--- src/rtl/core/channel_to_motor_pwm_duty_core_macros.svh ---
// Assertion macros used by the back end of the channel-to-PWM duty core.
`ifndef CHANNEL_TO_MOTOR_PWM_DUTY_CORE_MACROS_SVH
`define CHANNEL_TO_MOTOR_PWM_DUTY_CORE_MACROS_SVH
`ifndef SYNTHESIS
// The consequent must hold in the same cycle as the antecedent.
`define CMPD_ASSERT_SAME(lbl, clk, rst, ante, cons) \
   lbl: assert property (@(posedge clk) disable iff (rst) (ante) |-> (cons)) \
      else $error("cmpd assertion failed");
// The consequent must hold in the cycle after the antecedent.
`define CMPD_ASSERT_NEXT(lbl, clk, rst, ante, cons) \
   lbl: assert property (@(posedge clk) disable iff (rst) (ante) |=> (cons)) \
      else $error("cmpd assertion failed");
`else
`define CMPD_ASSERT_SAME(lbl, clk, rst, ante, cons)
`define CMPD_ASSERT_NEXT(lbl, clk, rst, ante, cons)
`endif
`endif

--- src/rtl/core/cmpd_pkg.sv ---
// Types and constants shared by the channel-to-PWM duty core.
package cmpd_pkg;

   // Field and datapath widths.
   localparam int VAL_W        = 32;
   localparam int DIFF_W       = 33;
   localparam int DIVR_W       = 32;
   localparam int PROD_W       = 48;
   localparam int DEND_W       = 47;
   localparam int QUO_W        = 15;
   localparam int PULSE_W      = 15;
   localparam int SCALED_W     = 31;
   localparam int SCALED_SHIFT = 5;
   localparam int RECIP_W      = 27;
   localparam int RECIP_SHIFT  = 36;
   localparam int PRODR_W      = SCALED_W - SCALED_SHIFT + RECIP_W;
   localparam int DUTY_W       = 16;
   localparam int HB_W         = 10;
   localparam int CHAN_W       = 5;
   localparam int OTYPE_W      = 2;
   localparam int ADDR_W       = 4;

   // Output types.
   localparam logic [OTYPE_W-1:0] OTYPE_SERVO   = 2'd0;
   localparam logic [OTYPE_W-1:0] OTYPE_ESC     = 2'd1;
   localparam logic [OTYPE_W-1:0] OTYPE_HBRIDGE = 2'd2;
   localparam logic [OTYPE_W-1:0] OTYPE_NONE    = 2'd3;

   // Request types.
   localparam logic REQ_UPDATE = 1'b0;
   localparam logic REQ_HALT   = 1'b1;

   // Register indexes.
   localparam logic [1:0] REG_OUTPUT_TYPE    = 2'd0;
   localparam logic [1:0] REG_SOURCE_CHANNEL = 2'd1;
   localparam logic [1:0] REG_IN_LOW         = 2'd2;
   localparam logic [1:0] REG_IN_HIGH        = 2'd3;

   // Mapping constants.
   localparam logic [DUTY_W-1:0]  NEUTRAL_DUTY = 16'd4915;
   localparam logic [HB_W-1:0]    HB_FULL      = 10'd1023;
   localparam logic [PULSE_W-1:0] PERIOD_US    = 15'd20000;
   // Rounded-up 2^36 / 625, used to divide the scaled pulse by 625.
   localparam logic [RECIP_W-1:0] RECIP_625    = 27'd109951163;

   localparam logic signed [PROD_W-1:0] K_SERVO_MIN  = 48'sd500;
   localparam logic signed [PROD_W-1:0] K_SERVO_SPAN = 48'sd2000;
   localparam logic signed [PROD_W-1:0] K_ESC        = 48'sd1000;
   localparam logic signed [PROD_W-1:0] K_HB         = 48'sd2046;
   localparam logic signed [PROD_W-1:0] K_DEAD       = 48'sd2000;
   localparam logic signed [PROD_W-1:0] K_FWD_EDGE   = 48'sd1001;
   localparam logic signed [PROD_W-1:0] K_REV_EDGE   = 48'sd999;
   localparam logic signed [PROD_W-1:0] K_PERIOD     = 48'sd20000;

   // What the back end does with a command.
   typedef enum logic [1:0] {
      KIND_HALT,
      KIND_ERROR,
      KIND_MAP
   } kind_type;

   // Command passed from the front end to the back end.
   typedef struct packed {
      kind_type                  kind;
      logic [OTYPE_W-1:0]        otype;
      logic signed [DIFF_W-1:0]  n;
      logic signed [DIFF_W-1:0]  d;
   } cmd_type;

   // Control flags that ride along the divider.
   typedef struct packed {
      kind_type           kind;
      logic [OTYPE_W-1:0] otype;
      logic               satlo;
      logic               sathi;
      logic               fwd;
      logic               rev;
      logic               fclamp;
      logic               rclamp;
   } side_type;

endpackage

--- src/rtl/core/cmpd_front.sv ---
// Front end: accepts samples, filters and classifies them, and queues commands.
module cmpd_front #(
   parameter int NUM_CHANNELS = 16
) (
   input  logic                                  clock,
   input  logic                                  reset,
   input  logic [cmpd_pkg::OTYPE_W-1:0]          cfg_output_type,
   input  logic [cmpd_pkg::CHAN_W-1:0]           cfg_source_channel,
   input  logic signed [cmpd_pkg::VAL_W-1:0]     cfg_in_low,
   input  logic signed [cmpd_pkg::VAL_W-1:0]     cfg_in_high,
   input  logic                                  push,
   output logic                                  full,
   input  logic                                  req_type,
   input  logic [cmpd_pkg::CHAN_W-1:0]           req_channel_index,
   input  logic signed [cmpd_pkg::VAL_W-1:0]     req_channel_value,
   output logic                                  cmd_valid,
   output cmpd_pkg::cmd_type                     cmd,
   input  logic                                  cmd_pop
);

   localparam int CQ_DEPTH = 4;
   localparam int CQ_PTR_W = $clog2(CQ_DEPTH);
   localparam int CQ_CNT_W = $clog2(CQ_DEPTH + 1);

   logic                                 accept;
   logic                                 channel_ok;
   logic                                 keep;
   logic                                 wr;
   logic signed [cmpd_pkg::DIFF_W-1:0]   n_val;
   logic signed [cmpd_pkg::DIFF_W-1:0]   d_val;
   cmpd_pkg::cmd_type                    entry;

   cmpd_pkg::cmd_type                    cq_ff [CQ_DEPTH];
   logic [CQ_PTR_W-1:0]                  wr_ptr_ff, wr_ptr_in;
   logic [CQ_PTR_W-1:0]                  rd_ptr_ff, rd_ptr_in;
   logic [CQ_CNT_W-1:0]                  count_ff, count_in;

   // Offsets of the sample and of the range from the lower bound.
   assign n_val = cmpd_pkg::DIFF_W'(req_channel_value) - cmpd_pkg::DIFF_W'(cfg_in_low);
   assign d_val = cmpd_pkg::DIFF_W'(cfg_in_high) - cmpd_pkg::DIFF_W'(cfg_in_low);

   // Decide whether the transaction produces a result at all.
   assign accept     = push && !full;
   assign channel_ok = (cfg_source_channel != '0) &&
                       (int'(cfg_source_channel) <= NUM_CHANNELS) &&
                       (req_channel_index == cfg_source_channel);
   assign keep       = (cfg_output_type != cmpd_pkg::OTYPE_NONE) &&
                       ((req_type == cmpd_pkg::REQ_HALT) || channel_ok);
   assign wr         = accept && keep;

   // Classify the command.
   always_comb begin
      entry.otype = cfg_output_type;
      entry.n     = n_val;
      entry.d     = d_val;
      if (req_type == cmpd_pkg::REQ_HALT) begin
         entry.kind = cmpd_pkg::KIND_HALT;
      end else if (d_val == '0) begin
         entry.kind = cmpd_pkg::KIND_ERROR;
      end else begin
         entry.kind = cmpd_pkg::KIND_MAP;
      end
   end

   // Command queue status.
   assign full      = (count_ff == CQ_CNT_W'(CQ_DEPTH));
   assign cmd_valid = (count_ff != '0);
   assign cmd       = cq_ff[rd_ptr_ff];

   always_comb begin
      wr_ptr_in = wr ? wr_ptr_ff + 1'b1 : wr_ptr_ff;
      rd_ptr_in = cmd_pop ? rd_ptr_ff + 1'b1 : rd_ptr_ff;
      case ({wr, cmd_pop})
         2'b10:   count_in = count_ff + 1'b1;
         2'b01:   count_in = count_ff - 1'b1;
         default: count_in = count_ff;
      endcase
   end

   // Queue pointers and storage.
   always_ff @(posedge clock) begin
      if (reset) begin
         wr_ptr_ff <= '0;
         rd_ptr_ff <= '0;
         count_ff  <= '0;
      end else begin
         wr_ptr_ff <= wr_ptr_in;
         rd_ptr_ff <= rd_ptr_in;
         count_ff  <= count_in;
      end
   end

   always_ff @(posedge clock) begin
      if (wr) begin
         cq_ff[wr_ptr_ff] <= entry;
      end
   end

endmodule

--- config.mk ---
export PLATFORM = sky130hd
export DESIGN_NAME = cmpd_front
export DESIGN_NICKNAME = d
export VERILOG_FILES = /design/src/rtl/core/channel_to_motor_pwm_duty_core_macros.svh /design/src/rtl/core/cmpd_pkg.sv /design/src/rtl/core/cmpd_front.sv
export SDC_FILE = /design/constraint.sdc
export NUM_CORES = 1
export LEC_CHECK = 0
export ABC_AREA = 0
export BUFFER_PORTS_ARGS = -buffer_cell sky130_fd_sc_hd__buf_2
export CORE_MARGIN = 5
export CORE_UTILIZATION = 35
export CTS_CLUSTER_SIZE = 16
export DETAILED_ROUTE_END_ITERATION = 12
export GPL_TIMING_DRIVEN = 0
export HOLD_SLACK_MARGIN = 0.12
export SLEW_MARGIN = 20
export SYNTH_ARGS = -nofsm -noshare
export SYNTH_HDL_FRONTEND = slang
export SYNTH_SLANG_ARGS = --single-unit
--- constraint.sdc ---
create_clock -name clock -period 4.61 [get_ports clock]
set_input_delay 0.461 -clock clock [delete_from_list [all_inputs] [get_ports clock]]
set_output_delay 0.461 -clock clock [all_outputs]
set_load 0.01 [all_outputs]
# After elaboration in Yosys (flattened, before gate mapping)
# Memories as Yosys holds them, arrays and structs flattened. A register that Yosys moved wholly into a read port is not among the register bits.
# Cells that the tools add are included.
[totals]
reg_bits = 7
n_memories = 1
ramBits = 280
[classes]
n_eq_ne = 5
n_mux = 7
magnitude_cmp = 1
n_reduce_logical = 11
add_sub_neg = 6
[mem_list]
columns = ["name", "depth", "width", "read_ports", "rd_ports_with_merged_regs", "write_ports", "line", "rtl"]
rows = [
  ["cq_ff", 4, 70, 1, 1, 1, "cmpd_front.sv:33", "cmpd_pkg::cmd_type cq_ff [CQ_DEPTH];"],
]
[ops]
columns = ["op", "count"]
rows = [
  ["$sub A32 B32 Y33", 2],
  ["$logic_not A33 Y1", 1],
  ["$mux W2", 4],
  ["$pmux W3 S2", 1],
  ["$eq A5 B5 Y1", 1],
  ["$le A5 B5 Y1 const B", 1],
  ["$logic_and A1 B1 Y1", 5],
  ["$reduce_bool A5 Y1", 1],
  ["$add A2 B1 Y2 const B", 2],
  ["$add A3 B1 Y3 const B", 1],
  ["$eq A3 B3 Y1 const B", 1],
  ["$reduce_bool A3 Y1", 1],
  ["$sub A3 B1 Y3 const B", 1],
  ["$eq A2 B1 Y1 const B", 1],
  ["$eq A2 B2 Y1 const B", 1],
  ["$mux W1", 2],
  ["$ne A2 B2 Y1 const B", 1],
  ["$reduce_bool A2 Y1", 1],
  ["$logic_not A1 Y1", 1],
  ["$logic_or A1 B1 Y1", 1],
]

# Depth between registers and ports, before layout
# Gate-level depths: netlist (run 1).
[depth]
ltp_word = 8
mapped_depth = 12
depth_no_buf = 12

# Worst setup path before layout (run 1)
# No wires, ideal clock.
[synth_path]
path_kind = "input port to flip-flop"
startpoint = "input cfg_source_channel[0] in the netlist's numbering"
endpoint = "memory cq_ff[1][0] in the netlist's numbering (enable)"
path_slack_ps = 851
required_ps = 4174
cell_stages = 5
setup_time_ps = 436
arrival_time_ps = 3323
n_path_buf = 0
cell_sequence = "nor4_1 > and3_1 > o21ai_0 > a211oi_1 > and2_1"
[synth_between]
elab_chain_cells = 8
word_cells_on_any_way = 10
classes_between = "1 x order compare; 1 x eq/ne; 2 x mux; 6 x reduce/logical"
[synth_lines]
columns = ["item", "line", "rtl"]
rows = [
  ["start: declaration", "cmpd_front.sv:8", "input logic [cmpd_pkg::CHAN_W-1:0] cfg_source_channel,"],
  ["$le A5 B5 Y1 or $reduce_bool A5 Y1 (tied branches)", "cmpd_front.sv:45, cmpd_front.sv:44", ""],
  ["$logic_and A1 B1 Y1", "cmpd_front.sv:44", "assign channel_ok = (cfg_source_channel != '0) &&"],
  ["$logic_and A1 B1 Y1 *", "cmpd_front.sv:45", "(int'(cfg_source_channel) <= NUM_CHANNELS) &&"],
  ["$logic_or A1 B1 Y1 *", "cmpd_front.sv:48", "((req_type == cmpd_pkg::REQ_HALT) || channel_ok);"],
  ["$logic_and A1 B1 Y1 *", "cmpd_front.sv:47", "assign keep = (cfg_output_type != cmpd_pkg::OTYPE_NONE) &&"],
  ["$logic_and A1 B1 Y1 *", "cmpd_front.sv:49", "assign wr = accept && keep;"],
  ["$mux W1 *", "cmpd_front.sv:94", "if (wr) begin"],
  ["$mux W1 (not written as such) *", "cmpd_front.sv:95", "cq_ff[wr_ptr_ff] <= entry;"],
  ["end: declaration", "cmpd_front.sv:33", ""],
]
# Every way passes the cells marked *; elsewhere a longest branch is shown, timed or not.

==> results.yml, run 1 <==
synth:
  ys_top_cells_by_count: "edfxtp_1 (280), mux4_2 (70), ha_1 (69), a21oi_1 (58), inv_1 (58)"
  synth_mux_area_share_pct: 11.3
  yosysTopAreaCell: "edfxtp_1"
  syn_nets: 1134
  ys_ff_latch: 289
  ys_async_sr_fraction_pct: 0
  avgSynthCellArea_sq_um: 14.9
  syn_area_sq_um: 14100
  synth-main-ff-cell: "edfxtp_1"
  synth_cells: 949
  synth_top_area_share_pct: 59.5
  synthXorXnorAreaFrac_pct: 3.59
  yosys-top-cells-area: "edfxtp_1 (59%), mux4_2 (11%), ha_1 (6.1%)"
  ys_warn_count: 0
  yosysMostFrequentCell: "edfxtp_1"
  synthAdderAreaFrac_pct: 6.53
  ys_types: 70
  yosysSeqAreaShare_pct: 60.8
  synth_top_family_by_area: "multiplexers"
  synth_compound_area_share_pct: 9.39
  yosys.area_share.simple_pct: 6.23
  synth_edf_count: 280
layout:
  ff_latch_area_sq_um: 8590
  area_delta_synth_final_pct: 19.8
  layout-drive-gt1-share_pct: 27.3
  finalNetCount: 1358
  fillerInstances: 3729
  multi_input_area_sq_um: 5260
min_path:
  hold_class: "input port to register"
  hp-start: "cfg_output_type[1]"
die:
  dieArea_sq_um: 44500
  dieHeight_microns: 211
  core_area_sq_um: 39800
  start_util_pct: 35.5
  rows: 73
  io_pins: 185
  die_w_microns: 211
cts:
  post_cts_buffers: 0
  clk_latency_ns: 0.56
  cts_buffers: 30
  path_clk_slew_ns: 0.06
  tritoncts: "done"
  clock_path_buffers: 3
  cts-root-buf: "clkbuf_16"
  htreeDepth: 1
  cts_num_sinks: 289
placed_design:
  port_buffers: 183
  dpl.hpwl_mm: 27.4
  gp_congestion: 0.861
route:
  finalWirelength_mm: 36.4
  viasPerCell: 5.23
  ant_nets: 0
  post-route-drc-count: 0
  drt_pass1_iterations: 5
  detail_route.wl_per_cell_microns: 21.1
  vias: 9013
  first_iter_violations: 497
power:
  leakage_uw: 0.00618
  p_switching_uw: 1780
  pwr-share-comb_pct: 18.2
  cellInternalPower_uw: 5050
  p_per_area_nw_per_um2: 403
  p_seq_share_pct: 45.5
  netSwitchingFraction_pct: 26.1
  peakVddDrop_uv: 320
  pwr-share-clk_pct: 36.3
sta:
  period_needed_ns: 4.11
  fmax_ghz: 0.243
  drv_slew: 0
  worstMarginPinSlew_ns: 1.02
  setup_viol: 0
  slew_headroom_pct: 32.3
  fin_hold_ws_ns: 0.154
  finalCritPeriodShare_pct: 89.2
  finalSetupTns_ns: 0
  report.final.hold_viol_count: 0
  clock_skew_ns: 0.0154
  rsz0062_at_grt: "no"
global_routing:
  grt_max_degree: 31
  grt.total_usage_pct: 16.0
  grt_pass1_wl_mm: 54.5
  grt_overflow: 0
  antenna_found_initial: 2
  grt_pass1_vias: 9101
critical_path:
  critical_path_class: "input port to register"
  timing.rr.start: "count_ff[0]"
  worstSetupStartpoint: "cfg_in_low[0]"
  crit_fanout: 5
  cp.required_ns: 4.89
  critical_path_arrival_ns: 4.39
  crit_path_end_kind: "register"
  startpoint_type: "input port"
status:
  outcome: "finished clean"
run:
  cap_viol_max_count: 0
## path summary, 6_finish.rpt
kind	to	slack (ns)	depth (start not counted)
min reg2reg	count_ff[2]	0.52	2
max reg2reg	cq_ff[2][40]	1.80	6
min	cq_ff[0][67]	0.15	1
max	cq_ff[2][69]	0.50	12
## flip-flops by register name, summed over array words and instances (netlist names), named ones only
signal / count
count_ff: 3
cq_ff: 280
rd_ptr_ff: 2
wr_ptr_ff: 2
## worst max-delay path, cell delays in order
cell       delay, ns
buf_2           0.11
ha_1            0.26
fa_1            0.42
nor2b_1         0.18
o31a_1          0.21
a21oi_1         0.11
or4_1           0.53
or4_1           0.47
or4_1           0.45
nor3_1          0.42
nand4bb_1       0.30
o31a_1          0.45
## cell families after synthesis
group | Yosys count
buffers and inverters | 81
DFF | 289
adders and majority gates | 72
AOI/OAI and AO/OA | 199
xor gates and xnor gates | 58
muxes | 72
and+or+nand+nor | 178
## stage by stage
| step | power [uW] | area, sq um | setup slack, ns | instances | utilization [%] |
|---|---|---|---|---|---|
| detailed placement | 4420 | 15900 | -0.240 | 1665 | 39.9 |
| floorplan | 3960 | 14100 | 0.851 | 949 | - |
| global route | 7130 | 16900 | 0.251 | 1723 | 42.5 |
| global placement | 4390 | 15700 | -1.05 | 1657 | 39.4 |
| finish | 6830 | 16900 | 0.498 | 1723 | 42.5 |
| CTS | 6910 | 16900 | 0.345 | 1722 | 42.5 |
## power by group through the flow
stage	logic, uW	clock network (uW)	registers, uW
CTS	1260	2540	3110
detailed placement	1250	0	3170
global route	1360	2650	3110
finish	1240	2480	3110
floorplan	798	0	3160
global placement	1220	0	3170
## timing repair
action | 4_1_cts | 5_1_grt
endpoints found under the setup margin | 0 | 4
resized for setup | 0 | 1
hold buffers | 1 | 0
hold endpoints to repair | 4 | 0
## layer usage
layer  global-route usage, %  vias up  part of all wire, %
met5                       0        -                0.019
met4                    4.43        2                  2.5
met3                    2.67       60                  4.9
met2                    26.9      233                   49
met1                    21.6     4506                   44
li1                        -     4212                    -
## area by class of cell
class | instances | share of cell area, %
antenna | 1 | 0.0148
buffer | 23 | 0.517
clock buffer | 41 | 5.29
clock inverter | 15 | 0.820
inverter | 58 | 1.29
multi-input combinational | 579 | 31.1
sequential | 289 | 50.7
tap | 525 | 3.88
timing repair buffer | 192 | 6.41
## placed cells by master (no fill, tap or decap), types with 38 or more instances in the layout
| cell | netlist | routed |
|---|---|---|
| edfxtp_1 | 280 | 280 |
| buf_2 | 1 | 184 |
| mux4_2 | 70 | 70 |
| ha_1 | 69 | 69 |
| inv_1 | 58 | 58 |
| a21oi_1 | 58 | 58 |
| nor2_1 | 50 | 50 |
| nand2_1 | 47 | 47 |
| o21ai_0 | 39 | 39 |
| xnor2_1 | 38 | 38 |
(Power assumes the default switching activity.)
==> run 2, diff against run 1 <==
MAX_ROUTING_LAYER = met4   (was unset)
==> run 2 against run 1 <==
Via count about the same; combinational power about the same; hold slack worse by 0.0018 ns; cell count about the same; cell area about the same; sequential share of layout area about the same; register-to-register slack about the same; largest power group unchanged; highest routed layer is now met4.
==> results.yml, run 2 (synthesized netlist as in run 1, its figures left out) <==
status:
  outcome: "finished clean"
critical_path:
  worstSetupPathDepth: 12
  critPathBufInv: 1
  crit_family: "simple AND/OR/NAND/NOR gates"
  cp.required_ns: 4.88
  slowest_stage: "nor4_1"
  critical_path_arrival_ns: 4.57
  critical_path_class: "input port to register"
  ff2ff_path_depth: 6
  r2r_slack_ns: 1.81
  timing.rr.start: "count_ff[0]"
  crit_fanout: 5
  cpPeakStageDelay_ns: 0.63
  startpoint_type: "input port"
  crit_top_cell: "or4_1"
  crit_path_end_kind: "register"
  cp_cell_sequence: "buf_2, ha_1, fa_1, nor2b_1, o31a_1, a21oi_1, or4_1, or4_1, or4_1, nor3_1, nand4bb_1, nor4_1"
  rr_endpoint: "cq_ff[2][40]"
cts:
  htreeDepth: 1
  path_clk_slew_ns: 0.06
  tritoncts: "done"
  clk_latency_ns: 0.55
  clock_path_buffers: 3
  cts_hold_buffers: 1
  cts_buffers: 30
  cts-root-buf: "clkbuf_16"
  cts_resized: 0
  cts_num_sinks: 289
  post_cts_buffers: 0
sta:
  worstMarginPinSlew_ns: 1.01
  clock_skew_ns: 0.0132
  setup_ws_ns: 0.306
  fmax_ghz: 0.232
  finalCritPeriodShare_pct: 93.4
  period_needed_ns: 4.30
  drv_slew: 0
  rsz0062_at_grt: "no"
  fin_hold_ws_ns: 0.152
  slew_headroom_pct: 32.4
  setup_viol: 0
  report.final.hold_viol_count: 0
layout:
  layout-drive-gt1-share_pct: 27.2
  reg.largest.list: "cq_ff x280, count_ff x3"
  area_delta_synth_final_pct: 19.8
  final_cell_mix: "edfxtp_1 (280), buf_2 (184), mux4_2 (70)"
  finalNetCount: 1358
  mostFrequentLayoutCell: "edfxtp_1"
  top_register: "cq_ff"
  largest_reg_flops: 280
  fillerInstances: 3729
  stdcell_count: 1724
die:
  core_area_sq_um: 39800
  rows: 73
  start_util_pct: 35.5
  io_pins: 185
  die_w_microns: 211
  dieHeight_microns: 211
  dieArea_sq_um: 44500
global_routing:
  grt_overflow: 0
  grt_max_degree: 31
  antenna_found_initial: 2
  grt_pass1_vias: 9096
  grt.total_usage_pct: 16.5
  grt_pass1_wl_mm: 54.6
placed_design:
  port_buffers: 183
  dpl.hpwl_mm: 27.4
  placed_cells: 1665
  gp_congestion: 0.877
  place_ws_ns: -0.240
route:
  viasPerCell: 5.22
  first_iter_violations: 535
  finalWirelength_mm: 36.4
  ant_nets: 0
  detail_route.wl_per_cell_microns: 21.1
  vias: 9004
  drt_pass1_iterations: 5
  post-route-drc-count: 0
min_path:
  hp-start: "cfg_output_type[1]"
  min_path_cells: 1
  hold_path_end: "cq_ff[0][67]"
  hold_class: "input port to register"
power:
  p_per_area_nw_per_um2: 403
  peakVddDrop_uv: 320
  leakage_uw: 0.00618
run:
  cap_viol_max_count: 0
-- run 2: cell types whose count changed in the layout (fill, tap and decap cells not counted), sizes merged --
cell / before / now
diode: 1 / 2
-- run 2: area by class of cell --
| type | count | area (sq um) | area share [%] |
|---|---|---|---|
| Buffer | 23 | 87.6 | 0.517 |
| Antenna cell | 2 | 5.00 | 0.0296 |
| Sequential cell | 289 | 8590 | 50.7 |
| Timing Repair Buffer | 192 | 1090 | 6.41 |
| Tap cell | 525 | 657 | 3.88 |
| Clock buffer | 41 | 896 | 5.29 |
| Inverter | 58 | 218 | 1.29 |
| Multi-Input combinational cell | 579 | 5260 | 31.0 |
| Clock inverter | 15 | 139 | 0.820 |
-- run 2: stage by stage --
step                      utilization [%]  total power, uW  area [sq um]  TNS, ns
final                                42.5             6830         16900        0
after global routing                 42.5             7130         16900        0
after CTS                            42.5             6910         16900        0
after detailed placement             39.9             4420         15900    -1.14
after global placement               39.4             4390         15700  -291.56
after floorplan                         -             3960         14100        0
-- run 2: power breakdown --
| part | internal [uW] | switching (uW) |
|---|---|---|
| Clock | 1470 | 1000 |
| Combinational | 490 | 753 |
| Sequential | 3090 | 19.6 |
| Total | 5050 | 1780 |
-- run 2: how the worst max path moves through the flow --
| stage | startpoint | to |
|---|---|---|
| after detailed placement | cfg_in_low[0] | cq_ff[1][68] |
| after global placement | cfg_source_channel[0] | cq_ff[1][50] |
| after global routing | cfg_in_low[0] | cq_ff[0][68] |
| final | cfg_in_low[0] | cq_ff[1][68] |
| after floorplan | cfg_source_channel[0] | cq_ff[1][0] |
| after CTS | cfg_in_low[0] | cq_ff[0][68] |
-- run 2: routing by layer --
layer / vias up / wire length, microns / share of wire (%) / global-route usage (%)
li1: 4211 / - / - / -
met1: 4487 / 15900 / 44 / 22.0
met2: 254 / 17900 / 49 / 26.9
met3: 52 / 1850 / 5.1 / 2.15
met4: 0 / 803 / 2.2 / 4.29
met5: - / 0 / 0 / -
==> run 3, diff against run 2 <==
SETUP_SLACK_MARGIN = 0.4   (was unset)
==> run 3 against run 2 <==
Setup slack improved by 0.36 ns; maximum frequency increased by 9.0%; clock-buffer cell count unchanged; combinational power about the same.
==> results.yml, run 3 (synthesized netlist as in run 1, its figures left out) <==
status:
  outcome: "finished clean"
die:
  dieArea_sq_um: 44500
  dieHeight_microns: 211
  io_pins: 185
  rows: 73
  die_w_microns: 211
  start_util_pct: 35.5
  core_area_sq_um: 39800
cts:
  cts-root-buf: "clkbuf_16"
  path_clk_slew_ns: 0.06
  clock_path_buffers: 3
  clk_latency_ns: 0.56
  cts_buffers: 30
  cts_num_sinks: 289
  htreeDepth: 1
  post_cts_buffers: 0
  tritoncts: "done"
global_routing:
  grt_overflow: 0
  grt_max_degree: 31
  antenna_found_initial: 2
  grt_util_met2_pct: 26.9
  grt.total_usage_pct: 16.5
  grt-busiest-layer: "met2"
  grtUsageMet3_pct: 2.15
  met1_usage_pct: 22.0
  grt_pass1_vias: 9093
  grt_pass1_wl_mm: 54.5
sta:
  finalSetupTns_ns: 0
  slew_headroom_pct: 32.2
  fin_hold_ws_ns: 0.150
  rsz0062_at_grt: "no"
  report.final.hold_viol_count: 0
  fmax_ghz: 0.253
  drv_slew: 0
  worstMarginPinSlew_ns: 1.02
  setup_ws_ns: 0.663
  clock_skew_ns: 0.0140
  setup_viol: 0
  finalCritPeriodShare_pct: 85.6
  period_needed_ns: 3.95
placed_design:
  place_ws_ns: -0.240
  placed_cells: 1665
  gp_congestion: 0.877
  dpl.hpwl_mm: 27.4
  port_buffers: 183
critical_path:
  critical_path_class: "input port to register"
  timing.rr.start: "count_ff[0]"
  crit_fanout: 5
  crit_top_cell: "or4_1"
  cpPeakStageDelay_ns: 0.54
  critical_path_arrival_ns: 4.22
  cp_cell_sequence: "buf_2, ha_1, fa_1, nor2b_1, o31a_1, a21oi_1, or4_1, or4_1, or4_1, nor3_2, nand4bb_1, o31a_1"
  startpoint_type: "input port"
  cp.required_ns: 4.89
  crit_path_end_kind: "register"
  ff2ff_path_depth: 6
  rr_endpoint: "cq_ff[2][40]"
  slowest_stage: "or4_1"
  r2r_slack_ns: 1.80
min_path:
  hold_class: "input port to register"
  hp-start: "cfg_output_type[1]"
  hold_path_end: "cq_ff[0][67]"
  min_path_cells: 1
route:
  ant_nets: 0
  post-route-drc-count: 0
  viasPerCell: 5.23
  finalWirelength_mm: 36.4
  drt_pass1_iterations: 4
  first_iter_violations: 527
  detail_route.wl_per_cell_microns: 21.1
  vias: 9024
power:
  leakage_uw: 0.00618
  peakVddDrop_uv: 320
  p_per_area_nw_per_um2: 403
layout:
  mostFrequentLayoutCell: "edfxtp_1"
  finalNetCount: 1358
  final_cell_mix: "edfxtp_1 (280), buf_2 (184), mux4_2 (70)"
  stdcell_count: 1724
  largest_reg_flops: 280
  layout-drive-gt1-share_pct: 27.4
  top_register: "cq_ff"
  reg.largest.list: "cq_ff x280, count_ff x3"
  area_delta_synth_final_pct: 19.9
  fillerInstances: 3728
run:
  cap_viol_max_count: 0
[run 3: cell types whose count changed in the layout (fill, tap and decap cells not counted)]
cell	change
nor4_2	+1
nor4_1	-1
nor3_1	-1
nor3_2	+1
[run 3: how the worst max path moves through the flow]
stage	start	end	cells past startpoint
floorplan	cfg_source_channel[0]	cq_ff[1][0]	5
global placement	cfg_source_channel[0]	cq_ff[1][50]	6
detailed placement	cfg_in_low[0]	cq_ff[1][68]	12
CTS	cfg_in_low[0]	cq_ff[0][69]	12
global route	cfg_in_low[0]	cq_ff[0][68]	12
finish	cfg_in_low[0]	cq_ff[1][69]	12
[run 3: layout make-up]
class | count | area [sq um] | area share, %
clock inverters | 15 | 139 | 0.820
plain buffers | 23 | 87.6 | 0.517
repair buffers | 192 | 1090 | 6.41
flip-flops and latches | 289 | 8590 | 50.7
inverters | 58 | 218 | 1.28
clock buffers | 41 | 896 | 5.29
diodes | 2 | 5.00 | 0.0295
well taps | 525 | 657 | 3.88
multi-input cells | 579 | 5270 | 31.1
[run 3: repair_timing]
item,in CTS,in global routing
resized for setup,1,1
setup endpoints to repair,4,8
hold buffers,1,0
hold endpoints to repair,4,0
[run 3: where the power goes]
group          switching [uW]  total [uW]  internal [uW]
clock network            1010        2480           1470
registers                19.7        3110           3090
logic                     753        1240            490
total                    1780        6830           5050
[run 3: stage by stage]
stage / cell area, sq um / util (%) / total power (uW)
4_1_cts: 16900 / 42.5 / 6910
5_1_grt: 16900 / 42.5 / 7130
3_5_place_dp: 15900 / 39.9 / 4420
6_report: 16900 / 42.5 / 6830
3_3_place_gp: 15700 / 39.4 / 4390
2_1_floorplan: 14100 / - / 3960
[run 3: layer usage]
metal  vias to the layer above  routed length [microns]  part of all wire, %
met2                       248                    17900                   49
met4                         0                      782                  2.1
met5                         -                        0                    0
met1                      4516                    16000                   44
li1                       4210                        -                    -
met3                        50                     1740                  4.8
[run 3: critical path, delay by kind of cell]
family	cells	cell delay, ns
AO/OA/AOI/OAI	3	0.76
adder cells (fa/ha/maj)	2	0.68
buffers and inverters	1	0.11
AND/OR/NAND/NOR	6	2.19
